<file path="config.mk">
export PLATFORM = sky130hd
export DESIGN_NAME = morse_key_timing_classifier
export DESIGN_NICKNAME = d
export VERILOG_FILES = /design/src/hdl/mktc_pkg.sv /design/src/hdl/mktc_classify.sv /design/src/hdl/mktc_out_buf.sv /design/src/hdl/morse_key_timing_classifier.sv
export SDC_FILE = /design/constraint.sdc
export NUM_CORES = 1
export LEC_CHECK = 0
export ABC_AREA = 1
export BUFFER_PORTS_ARGS = -buffer_cell sky130_fd_sc_hd__buf_2
export CORE_AREA = 2 2 72 143
export CTS_CLUSTER_DIAMETER = 80
export DETAILED_ROUTE_END_ITERATION = 8
export DIE_AREA = 0 0 74 145
export GPL_TIMING_DRIVEN = 0
export PLACE_DENSITY = 0.69
export SLEW_MARGIN = 15
export SYNTH_ARGS = -nofsm -noshare
export SYNTH_HDL_FRONTEND = slang
export SYNTH_SLANG_ARGS = --single-unit
</file>
<file path="constraint.sdc">
create_clock -name clk -period 7.9 [get_ports clk]
set_input_delay 0.395 -clock clk [delete_from_list [all_inputs] [get_ports clk]]
set_output_delay 0.395 -clock clk [all_outputs]
set_load 0.02 [all_outputs]
</file>
<file path="src/hdl/mktc_pkg.sv">
package mktc_pkg;

  // Widths fixed by the field definitions
  localparam int unsigned THR_BITS        = 16;
  localparam int unsigned EDGE_BITS       = 2;
  localparam int unsigned EVENT_BITS      = 3;
  localparam int unsigned CFG_INDEX_BITS  = 2;
  localparam int unsigned DEF_COUNT_BITS  = 16;

  // Key edge codes
  localparam logic [EDGE_BITS-1:0] EDGE_NONE    = 2'd0;
  localparam logic [EDGE_BITS-1:0] EDGE_PRESS   = 2'd1;
  localparam logic [EDGE_BITS-1:0] EDGE_RELEASE = 2'd2;

  // Symbol event codes
  localparam logic [EVENT_BITS-1:0] EV_NONE   = 3'd0;
  localparam logic [EVENT_BITS-1:0] EV_DOT    = 3'd1;
  localparam logic [EVENT_BITS-1:0] EV_DASH   = 3'd2;
  localparam logic [EVENT_BITS-1:0] EV_LETTER = 3'd3;
  localparam logic [EVENT_BITS-1:0] EV_WORD   = 3'd4;

  // Threshold register indexes
  localparam logic [CFG_INDEX_BITS-1:0] REG_DASH   = 2'd0;
  localparam logic [CFG_INDEX_BITS-1:0] REG_LETTER = 2'd1;
  localparam logic [CFG_INDEX_BITS-1:0] REG_WORD   = 2'd2;

  // Threshold reset values
  localparam logic [THR_BITS-1:0] DASH_RESET   = 16'd50;
  localparam logic [THR_BITS-1:0] LETTER_RESET = 16'd50;
  localparam logic [THR_BITS-1:0] WORD_RESET   = 16'd100;

  typedef struct packed {
    logic [THR_BITS-1:0] dash_ticks;
    logic [THR_BITS-1:0] letter_gap_ticks;
    logic [THR_BITS-1:0] word_gap_ticks;
  } thresh_t;

endpackage

</file>
<file path="src/hdl/mktc_classify.sv">
module mktc_classify #(
  parameter int unsigned COUNT_BITS = mktc_pkg::DEF_COUNT_BITS
) (
  input  logic                             clk,
  input  logic                             rst,
  input  logic                             accept,
  input  logic [mktc_pkg::EDGE_BITS-1:0]   key_edge,
  input  mktc_pkg::thresh_t                thresh,
  output logic [mktc_pkg::EVENT_BITS-1:0]  symbol_event
);
  import mktc_pkg::*;

  localparam int unsigned CMP_BITS = (COUNT_BITS > THR_BITS) ? COUNT_BITS : THR_BITS;

  typedef enum logic [3:0] {
    PH_WAITING = 4'b0001,
    PH_DOT     = 4'b0010,
    PH_DASH    = 4'b0100,
    PH_GAP     = 4'b1000
  } phase_t;

  phase_t                phase, phase_next;
  logic [COUNT_BITS-1:0] tick_count, tick_count_next;
  logic [COUNT_BITS-1:0] count_inc;
  logic [CMP_BITS-1:0]   count_cmp;
  logic                  dash_hit, letter_hit, word_hit;

  // Saturating increment, then compare at a common width
  assign count_inc  = (&tick_count) ? tick_count : tick_count + 1'b1;
  assign count_cmp  = CMP_BITS'(count_inc);
  assign dash_hit   = count_cmp >= CMP_BITS'(thresh.dash_ticks);
  assign letter_hit = count_cmp >= CMP_BITS'(thresh.letter_gap_ticks);
  assign word_hit   = count_cmp >= CMP_BITS'(thresh.word_gap_ticks);

  // Phase update for one tick
  always_comb begin
    phase_next      = phase;
    tick_count_next = count_inc;
    symbol_event    = EV_NONE;
    case (phase)
      PH_WAITING: begin
        if (key_edge == EDGE_PRESS) begin
          phase_next      = PH_DOT;
          tick_count_next = '0;
        end
      end
      PH_DOT: begin
        if (dash_hit) phase_next = PH_DASH;
        // a release still yields dot on the tick the dash threshold is met
        if (key_edge == EDGE_RELEASE) begin
          phase_next      = PH_GAP;
          tick_count_next = '0;
          symbol_event    = EV_DOT;
        end
      end
      PH_DASH: begin
        if (key_edge == EDGE_RELEASE) begin
          phase_next      = PH_GAP;
          tick_count_next = '0;
          symbol_event    = EV_DASH;
        end
      end
      PH_GAP: begin
        if (word_hit) begin
          phase_next      = PH_WAITING;
          tick_count_next = '0;
          symbol_event    = EV_WORD;
        end else if (key_edge == EDGE_PRESS) begin
          phase_next      = PH_DOT;
          tick_count_next = '0;
          if (letter_hit) symbol_event = EV_LETTER;
        end
      end
      default: begin
        phase_next      = PH_WAITING;
        tick_count_next = '0;
      end
    endcase
  end

  // Advance state on each accepted tick
  always_ff @(posedge clk) begin
    if (rst) begin
      phase      <= PH_WAITING;
      tick_count <= '0;
    end else if (accept) begin
      phase      <= phase_next;
      tick_count <= tick_count_next;
    end
  end

  a_wait_quiet: assert property (@(posedge clk) disable iff (rst)
    accept && phase == PH_WAITING |-> symbol_event == EV_NONE)
    else $error("event emitted while waiting");

  a_word_idles: assert property (@(posedge clk) disable iff (rst)
    accept && symbol_event == EV_WORD |=> phase == PH_WAITING && tick_count == '0)
    else $error("inter-word did not return to waiting");

  a_mark_gap: assert property (@(posedge clk) disable iff (rst)
    accept && (symbol_event == EV_DOT || symbol_event == EV_DASH)
    |=> phase == PH_GAP && tick_count == '0)
    else $error("dot or dash did not enter gap");

  a_hold: assert property (@(posedge clk) disable iff (rst)
    !accept |=> $stable(phase) && $stable(tick_count))
    else $error("state moved without a tick");

endmodule

</file>
<file path="src/hdl/mktc_out_buf.sv">
module mktc_out_buf (
  input  logic                             clk,
  input  logic                             rst,
  input  logic                             push,
  input  logic [mktc_pkg::EVENT_BITS-1:0]  push_data,
  output logic                             space,
  output logic                             valid,
  input  logic                             pop,
  output logic [mktc_pkg::EVENT_BITS-1:0]  head_data
);
  import mktc_pkg::*;

  logic [1:0]            fill;
  logic [EVENT_BITS-1:0] word0, word1;

  assign space     = (fill != 2'd2);
  assign valid     = (fill != 2'd0);
  assign head_data = word0;

  // Hold up to two words; the second entry acts as the skid stage
  always_ff @(posedge clk) begin
    if (rst) begin
      fill <= 2'd0;
    end else begin
      case ({push, pop})
        2'b10:   fill <= fill + 2'd1;
        2'b01:   fill <= fill - 2'd1;
        default: fill <= fill;
      endcase
    end
  end

  always_ff @(posedge clk) begin
    case ({push, pop})
      2'b10: begin
        if (fill == 2'd0) word0 <= push_data;
        else              word1 <= push_data;
      end
      2'b01: begin
        word0 <= word1;
      end
      2'b11: begin
        if (fill == 2'd2) begin
          word0 <= word1;
          word1 <= push_data;
        end else begin
          word0 <= push_data;
        end
      end
      default: begin
        word0 <= word0;
      end
    endcase
  end

  a_fill_range: assert property (@(posedge clk) disable iff (rst)
    fill != 2'd3)
    else $error("buffer fill out of range");

  a_first_word: assert property (@(posedge clk) disable iff (rst)
    push && !pop && fill == 2'd0 |=> valid && head_data == $past(push_data))
    else $error("first word not presented");

endmodule

</file>
<file path="src/hdl/morse_key_timing_classifier.sv">
// Morse key timing classifier.
// Input stream (s_*): one word per timer tick carrying the key edge of that
// tick (none, pressed, released). Output stream (m_*): exactly one word per
// input word carrying the symbol event (none, dot, dash, inter-letter,
// inter-word), in input order.
// The phase machine and saturating tick counter update in the cycle a word
// is accepted; its result is registered in the output buffer and presented
// on m_tdata from there. One word is taken every cycle while the output side
// keeps up, set by the single compare-and-increment update of the phase machine.
// A two-word output buffer sits between the sides: the block keeps taking
// input while one result waits, and drops s_tready only when two results
// are held because the receiver stalls.
// The cfg_* port writes the dash, letter-gap and word-gap thresholds
// (index 0, 1, 2); write only while the block is idle.
// Reset (rst, synchronous) returns the machine to waiting, clears the tick
// counter and the output buffer, and restores thresholds 50, 50 and 100.
module morse_key_timing_classifier #(
  parameter int unsigned COUNT_BITS = mktc_pkg::DEF_COUNT_BITS
) (
  input  logic                                 clk,
  input  logic                                 rst,
  input  logic                                 s_tvalid,
  output logic                                 s_tready,
  input  logic [7:0]                           s_tdata,   // [1:0] key_edge
  output logic                                 m_tvalid,
  input  logic                                 m_tready,
  output logic [7:0]                           m_tdata,   // [2:0] symbol_event
  input  logic                                 cfg_we,
  input  logic [mktc_pkg::CFG_INDEX_BITS-1:0]  cfg_index,
  input  logic [mktc_pkg::THR_BITS-1:0]        cfg_data
);
  import mktc_pkg::*;

  thresh_t               thresh;
  logic                  accept;
  logic                  buf_space;
  logic [EVENT_BITS-1:0] event_in, event_out;

  assign s_tready = buf_space;
  assign accept   = s_tvalid && buf_space;

  // Threshold registers
  always_ff @(posedge clk) begin
    if (rst) begin
      thresh.dash_ticks       <= DASH_RESET;
      thresh.letter_gap_ticks <= LETTER_RESET;
      thresh.word_gap_ticks   <= WORD_RESET;
    end else if (cfg_we) begin
      case (cfg_index)
        REG_DASH:   thresh.dash_ticks       <= cfg_data;
        REG_LETTER: thresh.letter_gap_ticks <= cfg_data;
        REG_WORD:   thresh.word_gap_ticks   <= cfg_data;
        default:    thresh                  <= thresh;
      endcase
    end
  end

  mktc_classify #(
    .COUNT_BITS (COUNT_BITS)
  ) u_classify (
    .clk          (clk),
    .rst          (rst),
    .accept       (accept),
    .key_edge     (s_tdata[EDGE_BITS-1:0]),
    .thresh       (thresh),
    .symbol_event (event_in)
  );

  mktc_out_buf u_out_buf (
    .clk       (clk),
    .rst       (rst),
    .push      (accept),
    .push_data (event_in),
    .space     (buf_space),
    .valid     (m_tvalid),
    .pop       (m_tvalid && m_tready),
    .head_data (event_out)
  );

  assign m_tdata = {(8 - EVENT_BITS)'(0), event_out};

endmodule
</file>
Word-level counts from Yosys, hierarchy flattened
Cells that the tools add are included.

cells by class
  $add $sub $neg = 3
  order comparisons = 3
  equality and inequality tests = 18
  mux-type cells = 24
  reductions and logical operators = 16

operators by type and width
  kind                                                                      number
  16-bit 2-to-1 mux                                                         4
  16-bit >= comparator                                                      3
  16-bit case mux with 3 select lines                                       1
  4-bit 2-to-1 mux                                                          5
  3-bit 2-to-1 mux                                                          6
  3-bit case mux with 3 select lines                                        2
  16-bit by 1-bit adder with 16-bit output (second input constant)          1
  4-bit case mux with 4 select lines                                        1
  16-bit AND reduction                                                      1
  2-bit == test (second input constant)                                     5
  2-bit AND reduction                                                       4
  2-bit by 1-bit == test with 1-bit output (second input constant)          3
  2-bit by 1-bit inequality test with 1-bit output (second input constant)  3
  3-bit case mux with 2 select lines                                        1
  3-bit AND reduction                                                       2
  2-bit nonzero test                                                        3
  4-bit by 1-bit == test with 1-bit output (second input constant)          1
  4-bit by 2-bit == test with 1-bit output (second input constant)          1
  4-bit by 3-bit == test with 1-bit output (second input constant)          1
  4-bit == test (second input constant)                                     1
  2-bit logical NOT                                                         2
  2-bit 2-to-1 mux                                                          2
  2-bit inequality test (second input constant)                             2
  2-bit case mux with 2 select lines                                        1
  7 further kinds                                                           8

storage, ports and cells
  flip-flop bits (word level) = 76
  output and inout port bits = 10

Logic depth before layout (Yosys ltp)
Gate-level depths: netlist (run 1).

  depth in word-level cells = 9
  mapped depth = 23
  depth with buffers taken out = 22

Modules after synthesis
From an unflattened synthesis (run 1), not the netlist that was laid out.

unflattened totals
  cells, all modules = 810
  area, all modules = 5287.6 µm²

by module, submodules not included
  module                       instances  cells an instance  area an instance (µm²)  sequential area each (µm²)
  mktc_classify                1          456                2811.4                  400.4
  morse_key_timing_classifier  1          307                2059.5                  960.9
  mktc_out_buf                 1          47                 416.6                   220.2

Worst setup path before layout (run 1)
Ideal clock, no wire load.

  path kind = flip-flop to flip-flop
  start point = register u_classify.tick_count[0]
  end point = register u_classify.tick_count[15]
  setup time = 0.133 ns
  data arrival time = 2.685 ns
  data required time = 7.767 ns
  setup slack = 5.082 ns
  stages on the path, launching flop included = 20
  path buffers = 1
  path through = dfxtp_1 ha_1 nand2_1 nor3_4 nand2_4 nor2_4 nand3_1 o21ai_0 inv_1 ha_1 nand4_1 nor2_1 nand3_1 nand4_1 nand2_1 nand2_1 nand2_2 buf_6 nand2_1 a21oi_2

on the way
  cells in the longest elaborated chain, start to end = 5
  elaborated cells on any way between the ends = 8

ends and longest elaborated chain
  item                                                                              RTL line                                                       text
  from (decl)                                                                       mktc_classify.sv:23                                            logic [COUNT_BITS-1:0] tick_count, tick_count_next;
  from (signal assigned)                                                            mktc_classify.sv:88                                            tick_count <= tick_count_next;
  16-bit by 1-bit adder with 16-bit output or 16-bit AND reduction (tied branches)  mktc_classify.sv:29                                            assign count_inc = (&tick_count) ? tick_count : tick_count + 1'b1;
  16-bit 2-to-1 mux *                                                               mktc_classify.sv:29
  16-bit >= comparator or 16-bit 2-to-1 mux (tied branches)                         mktc_classify.sv:33, mktc_classify.sv:42, mktc_classify.sv:68
  16-bit 2-to-1 mux                                                                 mktc_classify.sv:64                                            if (word_hit) begin
  16-bit case mux with 3 select lines *                                             mktc_classify.sv:40                                            case (phase)

Every way passes the cells marked *; elsewhere a longest branch is shown, timed or not.
A chain may end at the register's enable or synchronous reset.

Final worst setup path (run 1)
  start point = register u_classify.tick_count[0]
  end point = register u_classify.tick_count[6]

The elaborated chain is that of the path after synthesis.

==> impl_metrics.ini, run 1 <==
[synthesis]
yosys.area_share.adder_pct = 13.7
synth_ff_type = dfxtp_1
ys_seq_elements = 76
synth_seq_area_share_pct = 33.3
synth-compound-area-share_pct = 19.7
synthMuxAreaShare_pct = 0
ys_top_cells_by_area = dfxtp_1 (30%), ha_1 (14%), nand2_1 (10%)
synth_top_family_by_area = simple AND/OR/NAND/NOR gates
synthCells = 657
async_flop_share_pct = 0
synth.most_common_cell = nand2_1
synth_xor_area_share_pct = 2.03
synth.avg_cell_area_um2 = 7.22
synth-simple-area-share_pct = 20.2
synth_cell_types = 35
yosysTopAreaCell = dfxtp_1
synth_top_area_share_pct = 29.5
netlist_area_um2 = 4740
synth_edf_count = 6
synth_common_cells = nand2_1 (127), inv_1 (98), a21oi_1 (81), dfxtp_1 (70), o21ai_0 (60)
yosysWarnings = 0

[worst_setup_path]
cpMostUsedCell = nand2_1
cp-start-kind = flip-flop
crit_path_cell_trace = ha_1 -> nand2_1 -> nor3_4 -> nand2_4 -> nor2_4 -> nand2_2 -> xor2_1 -> nand2_1 -> ha_1 -> nand4_1 -> nor2_1 -> nand3_1 -> nand4_1 -> nand2_1 -> nand2_1 -> nand2_2 -> buf_6 -> nand2_1 -> a21oi_2
crit_buf_inv = 1
slowest_stage = dfxtp_1
critPathMaxStageDelay_ns = 0.45
rr_startpoint = u_classify.tick_count[0]$_SDFFE_PP0P_
rr_worst_depth = 19
critical_path_class = flip-flop to flip-flop
cp.required_ns = 8.10
rrSetupSlack_ns = 4.35
crit_fanout = 10
crit_path_end_kind = flip-flop
arrival_ns = 3.74
cp_top_family = simple AND/OR/NAND/NOR gates
r2r-end = u_classify.tick_count[6]$_SDFFE_PP0P_

[detailed_routing]
drt_iter0_markers = 205
via_count = 4427
routedWlPerCell_um = 14.9
antenna_left = 0
routed_wl_um = 12400
vias_per_cell = 5.29
drc = 0
drt_pre_antenna_iters = 5

[global_routing]
grt_pass1_wl_um = 20300
antenna_found_initial = 0
grt_max_degree = 15
grt_pass1_vias = 4327
grt_usage_pct = 24.7
overflow = 0

[timing]
hold_viol = 0
setup_viol = 0
tightest_slew_ns = 0.631
max-slew-margin-rel_pct = 57.8
tns_ns = 0
skew_ns = 0.0125
max_freq_mhz = 282
period_minus_slack_ns = 3.55
slew_viol_final = 0
rsz0062_at_grt = false
finalCritPeriodShare_pct = 44.9
postLayoutSetupSlackWorst_ns = 4.35

[cts]
cts.sinks = 76
clk_pin_slew_worst_paths_ns = 0.06
clk_path_buf_depth = 2
hold_buffers = 0
cts_resized = 0
cts_tree = yes
clock_latency_ns = 0.34
cts_buffers = 9
htree_levels = 3
postCtsSetupBuffers = 0
root_buffer = clkbuf_16

[placement]
dp_hpwl_um = 9900
placed_area_um2 = 5060
gp_congestion = 0.942
dp_slack_ns = 4.38
io_buffers = 28

[floorplan]
dieArea_um2 = 10700
die_h_um = 145
coreArea_um2 = 9640
num_io_pins = 41
rows = 51
initial_core_util_pct = 49.2
die_x_um = 74

[cells_and_area]
area_growth_pct = 13.5
n_antenna_cell = 0
final_area_um2 = 5380
drive_gt1_share_pct = 11.2
finish.utilization_pct = 55.8
final_nets = 783

[min_path]
min_to = thresh[20]$_SDFFE_PP1P_
hp-start = cfg_data[4]
hp-class = input pin to flip-flop
hold_depth = 3

[status]
status = completed

[power]
power_density_nw_per_um2 = 204
p_leak_nw = 2.58
peakVddDrop_uv = 128

[run]
drv_cap = 0
-- logic make-up (layout without fill, tap and decap cells) --
logic type,count (synthesis),count (layout)
AOI/OAI and AO/OA,170,170
xor gates and xnor gates,11,11
adders and majority gates,52,52
buffers and inverters,126,170
DFF,76,76
other,1,5
and+or+nand+nor,221,221
-- area by class of cell --
| type | count | area, µm² |
|---|---|---|
| Sequential cell | 76 | 1580 |
| Inverter | 102 | 383 |
| Fill cell | 953 | 4250 |
| Buffer | 24 | 136 |
| Clock buffer | 10 | 250 |
| Timing Repair Buffer | 28 | 140 |
| Clock inverter | 6 | 67.6 |
| Tap cell | 132 | 165 |
| Multi-Input combinational cell | 459 | 2660 |
-- where the power goes --
part           switching (mW)  internal (mW)
combinational           0.154         0.0729
clock                   0.169          0.266
sequential             0.0142          0.421
total                   0.337          0.759
-- worst register-to-register path: stages (launching register included) --
cell and delay, ns:
dfxtp_1 0.45, ha_1 0.26, nand2_1 0.11, nor3_4 0.19, nand2_4 0.11, nor2_4 0.16, nand2_2 0.07, xor2_1 0.22
nand2_1 0.23, ha_1 0.36, nand4_1 0.12, nor2_1 0.18, nand3_1 0.14, nand4_1 0.17, nand2_1 0.10, nand2_1 0.08
nand2_2 0.13, buf_6 0.18, nand2_1 0.10, a21oi_2 0.06
-- how the worst max path moves through the flow --
stage / slack [ns] / endpoint / startpoint / cells past startpoint
6_report: 4.35 / u_classify.tick_count[6]$_SDFFE_PP0P_ / u_classify.tick_count[0]$_SDFFE_PP0P_ / 19
5_1_grt: 3.99 / u_classify.tick_count[6]$_SDFFE_PP0P_ / u_classify.tick_count[0]$_SDFFE_PP0P_ / 19
4_1_cts: 4.35 / u_classify.tick_count[6]$_SDFFE_PP0P_ / u_classify.tick_count[0]$_SDFFE_PP0P_ / 19
3_5_place_dp: 4.38 / u_classify.tick_count[6]$_SDFFE_PP0P_ / u_classify.tick_count[0]$_SDFFE_PP0P_ / 19
3_3_place_gp: 4.44 / u_classify.tick_count[6]$_SDFFE_PP0P_ / u_classify.tick_count[0]$_SDFFE_PP0P_ / 19
2_1_floorplan: 5.08 / u_classify.tick_count[15]$_SDFFE_PP0P_ / u_classify.tick_count[0]$_SDFFE_PP0P_ / 19
-- state kept, by name, indices dropped and copies added (netlist names) --
name / count
u_out_buf.head_data: 3
thresh: 48
u_out_buf.fill: 2
u_classify.phase: 4
u_classify.tick_count: 16
u_out_buf.word1: 3
-- through the flow --
step / power, mW / instances / hold WS [ns]
2_1_floorplan: 0.601 / 661 / 0.435
3_3_place_gp: 0.659 / 821 / 0.449
3_5_place_dp: 0.667 / 821 / 0.455
4_1_cts: 1.10 / 837 / 0.296
5_1_grt: 1.15 / 837 / 0.325
6_report: 1.10 / 837 / 0.305
-- cell usage in the layout, fill, tap and decap left out, types with 2 or more instances in the layout --
master / Yosys / final
conb_1: 1 / 5
nand3_1: 19 / 19
nor3_4: 2 / 2
edfxtp_1: 6 / 6
o21a_1: 3 / 3
o211ai_1: 10 / 10
clkbuf_1: 14 / 14
nor2_1: 46 / 46
xor2_1: 7 / 7
nand2_2: 3 / 3
buf_6: 3 / 3
nor3_1: 5 / 5
inv_1: 98 / 98
nor4_1: 2 / 2
buf_4: 6 / 6
inv_2: 4 / 4
xnor2_1: 4 / 4
nand2_1: 127 / 127
a21oi_2: 9 / 9
clkbuf_16: 0 / 10
nor2_4: 2 / 2
dfxtp_1: 70 / 70
o21bai_1: 2 / 2
a21oi_1: 81 / 81
ha_1: 52 / 52
nor2_2: 2 / 2
buf_2: 1 / 29
nand4_1: 11 / 11
o21ai_0: 60 / 60
clkinv_4: 0 / 2
-- metal layers --
layer / global-route usage, % / routed length, µm
met5: 0 / 0
met4: 14.0 / 611
met3: 4.10 / 416
met2: 44.7 / 6790
met1: 25.1 / 4630
Note: power is estimated with default switching activity, not from simulation.
==> run 2, diff against run 1 <==
ABC_AREA = 0   (was 1)
CORE_AREA = 2 2 72 142   (was 2 2 72 143)
DIE_AREA = 0 0 74 144   (was 0 0 74 145)
PLACE_DENSITY = 0.7   (was 0.69)
clock period = 3 ns   (was 7.9 ns; I/O delays follow)
==> impl_metrics.ini, run 2 <==
[synthesis]
synth_top_area_share_pct = 30.3
yosysWarnings = 0
netlist_area_um2 = 4630
synth_cell_types = 57
synth.avg_cell_area_um2 = 7.96
synth_ff_type = dfxtp_1
synth.most_common_cell = nand2_1
ys_seq_elements = 76
synth_common_cells = nand2_1 (110), dfxtp_1 (70), a21oi_1 (63), ha_1 (52), inv_1 (51)
yosysTopAreaCell = dfxtp_1
synth_edf_count = 6
ys_top_cells_by_area = dfxtp_1 (30%), ha_1 (14%), nand2_1 (8.9%)
synthCells = 582
synth_seq_area_share_pct = 34.2
async_flop_share_pct = 0

[global_routing]
antenna_found_initial = 0
top_usage_layer = met2
grt_pass1_vias = 4226
grt_usage_pct = 25.7
grtUsageMet3_pct = 3.69
grt_max_degree = 14
grt_use_met2_pct = 49.1
overflow = 0
grt_pass1_wl_um = 20700
met1_usage_pct = 24.7

[detailed_routing]
drc = 0
drt_iter0_markers = 334
antenna_left = 0
routedWlPerCell_um = 17.0
via_count = 4355
drt_pre_antenna_iters = 6
routed_wl_um = 13200
vias_per_cell = 5.60

[cells_and_area]
final_cell_mix = nand2_1 (109), a21oi_1 (61), dfxtp_1 (61)
n_antenna_cell = 0
largest_register = thresh
finish.utilization_pct = 60.3
final_nets = 723
area_growth_pct = 25.5
drive_gt1_share_pct = 21.4
largest_reg_flops = 48
nFillCells = 832
final_common_cell = nand2_1
top_regs = thresh (48), u_classify.tick_count (16), u_classify.phase (4)

[timing]
tightest_slew_ns = 0.730
rsz0062_at_grt = true
slew_viol_final = 0
postLayoutSetupSlackWorst_ns = -0.474
finalCritPeriodShare_pct = 116
max_freq_mhz = 288
setup_viol = 26
max-slew-margin-rel_pct = 51.4
skew_ns = 0.00890
period_minus_slack_ns = 3.47
timing.hold.ws_ns = 0.0417
hold_viol = 0

[worst_setup_path]
critPathMaxStageDelay_ns = 0.37
crit_path_cell_trace = ha_4 -> nand4_1 -> nor4_4 -> nand3_4 -> nand2_8 -> nor2_2 -> or2_4 -> ha_4 -> o21a_1 -> nor2_2 -> o311a_1 -> nor3_4 -> a2111oi_4 -> or2_4 -> o22a_1
arrival_ns = 3.56
cp.required_ns = 3.09
crit_path_end_kind = flip-flop
crit_buf_inv = 0
critical_path_class = flip-flop to flip-flop
cp-start-kind = flip-flop
crit_fanout = 8
cp_top_family = simple AND/OR/NAND/NOR gates
slowest_stage = o311a_1

[power]
peakVddDrop_uv = 359
p_leak_nw = 2.34
power_density_nw_per_um2 = 512

[floorplan]
rows = 51
dieArea_um2 = 10700
coreArea_um2 = 9640
die_h_um = 144
num_io_pins = 41
die_x_um = 74
initial_core_util_pct = 48.1

[min_path]
hp-class = input pin to flip-flop

[status]
violations = negative setup slack
status = complete, but fails checks

[cts]
clock_latency_ns = 0.34
htree_levels = 3
clk_path_buf_depth = 2
cts.sinks = 76
clk_pin_slew_worst_paths_ns = 0.06
cts_tree = yes
cts_buffers = 9
root_buffer = clkbuf_16
hold_buffers = 0

[placement]
gp_congestion = 0.895
io_buffers = 29
dp_hpwl_um = 9900

[run]
drv_cap = 0
[run 2: final timing paths]
path	start	to	slack, ns	cells past startpoint
min reg2reg	thresh[46]$_SDFFE_PP0P_	thresh[46]$_SDFFE_PP0P_	0.46	2
max	u_classify.tick_count[1]$_SDFFE_PP0P_	u_out_buf.head_data[0]$_DFFE_PP_	-0.47	15
max reg2reg	u_classify.tick_count[1]$_SDFFE_PP0P_	u_out_buf.head_data[0]$_DFFE_PP_	-0.47	15
min	cfg_data[1]	thresh[33]$_SDFFE_PP1P_	0.04	2
[run 2: cell families after synthesis]
logic type	Yosys count	synth area share [%]
and+or+nand+nor	228	23.4
AOI/OAI and AO/OA	137	18.9
DFF	76	34.2
buffers and inverters	76	6.97
adders and majority gates	52	14.1
xor gates and xnor gates	9	1.70
muxes	3	0.702
other	1	0.0810
[run 2: area by class of cell]
class	count	area (µm²)	share of cell area [%]
well taps	132	165	2.84
inverters	51	191	3.30
clock buffers	14	297	5.10
flip-flops and latches	76	1600	27.5
plain buffers	24	124	2.13
clock inverters	2	13.8	0.237
multi-input cells	434	3140	54.1
repair buffers	44	274	4.72
[run 2: what timing repair did]
action / in CTS / in global routing
hold endpoints to repair: 0 / 0
buffers inserted: 11 / 4
pin swaps: 11 / 7
gates resized for setup: 35 / 29
endpoints found under the setup margin: 26 / 26
[run 2: stage by stage]
step                setup WS (ns)  power [mW]  cells  cell area [µm²]  TNS (ns)
floorplan                  -0.192        1.60    586             4770     -1.79
global placement           -0.970        1.77    747             5080    -21.06
detailed placement          -1.18        1.78    747             5080    -26.12
CTS                        -0.432        2.95    773             5660     -8.62
global route               -0.537        3.10    777             5810    -11.39
finish                     -0.474        2.97    777             5810     -9.40
[run 2: layer usage]
| layer | vias to the layer above | wire [µm] |
|---|---|---|
| met4 | 0 | 753 |
| met3 | 47 | 425 |
| li1 | 2129 | - |
| met2 | 124 | 7340 |
| met1 | 2055 | 4670 |
| met5 | - | 0 |
[run 2: power by group]
part,internal (mW),switching (mW)
Combinational,0.288,0.426
Sequential,1.11,0.0419
Clock,0.684,0.423
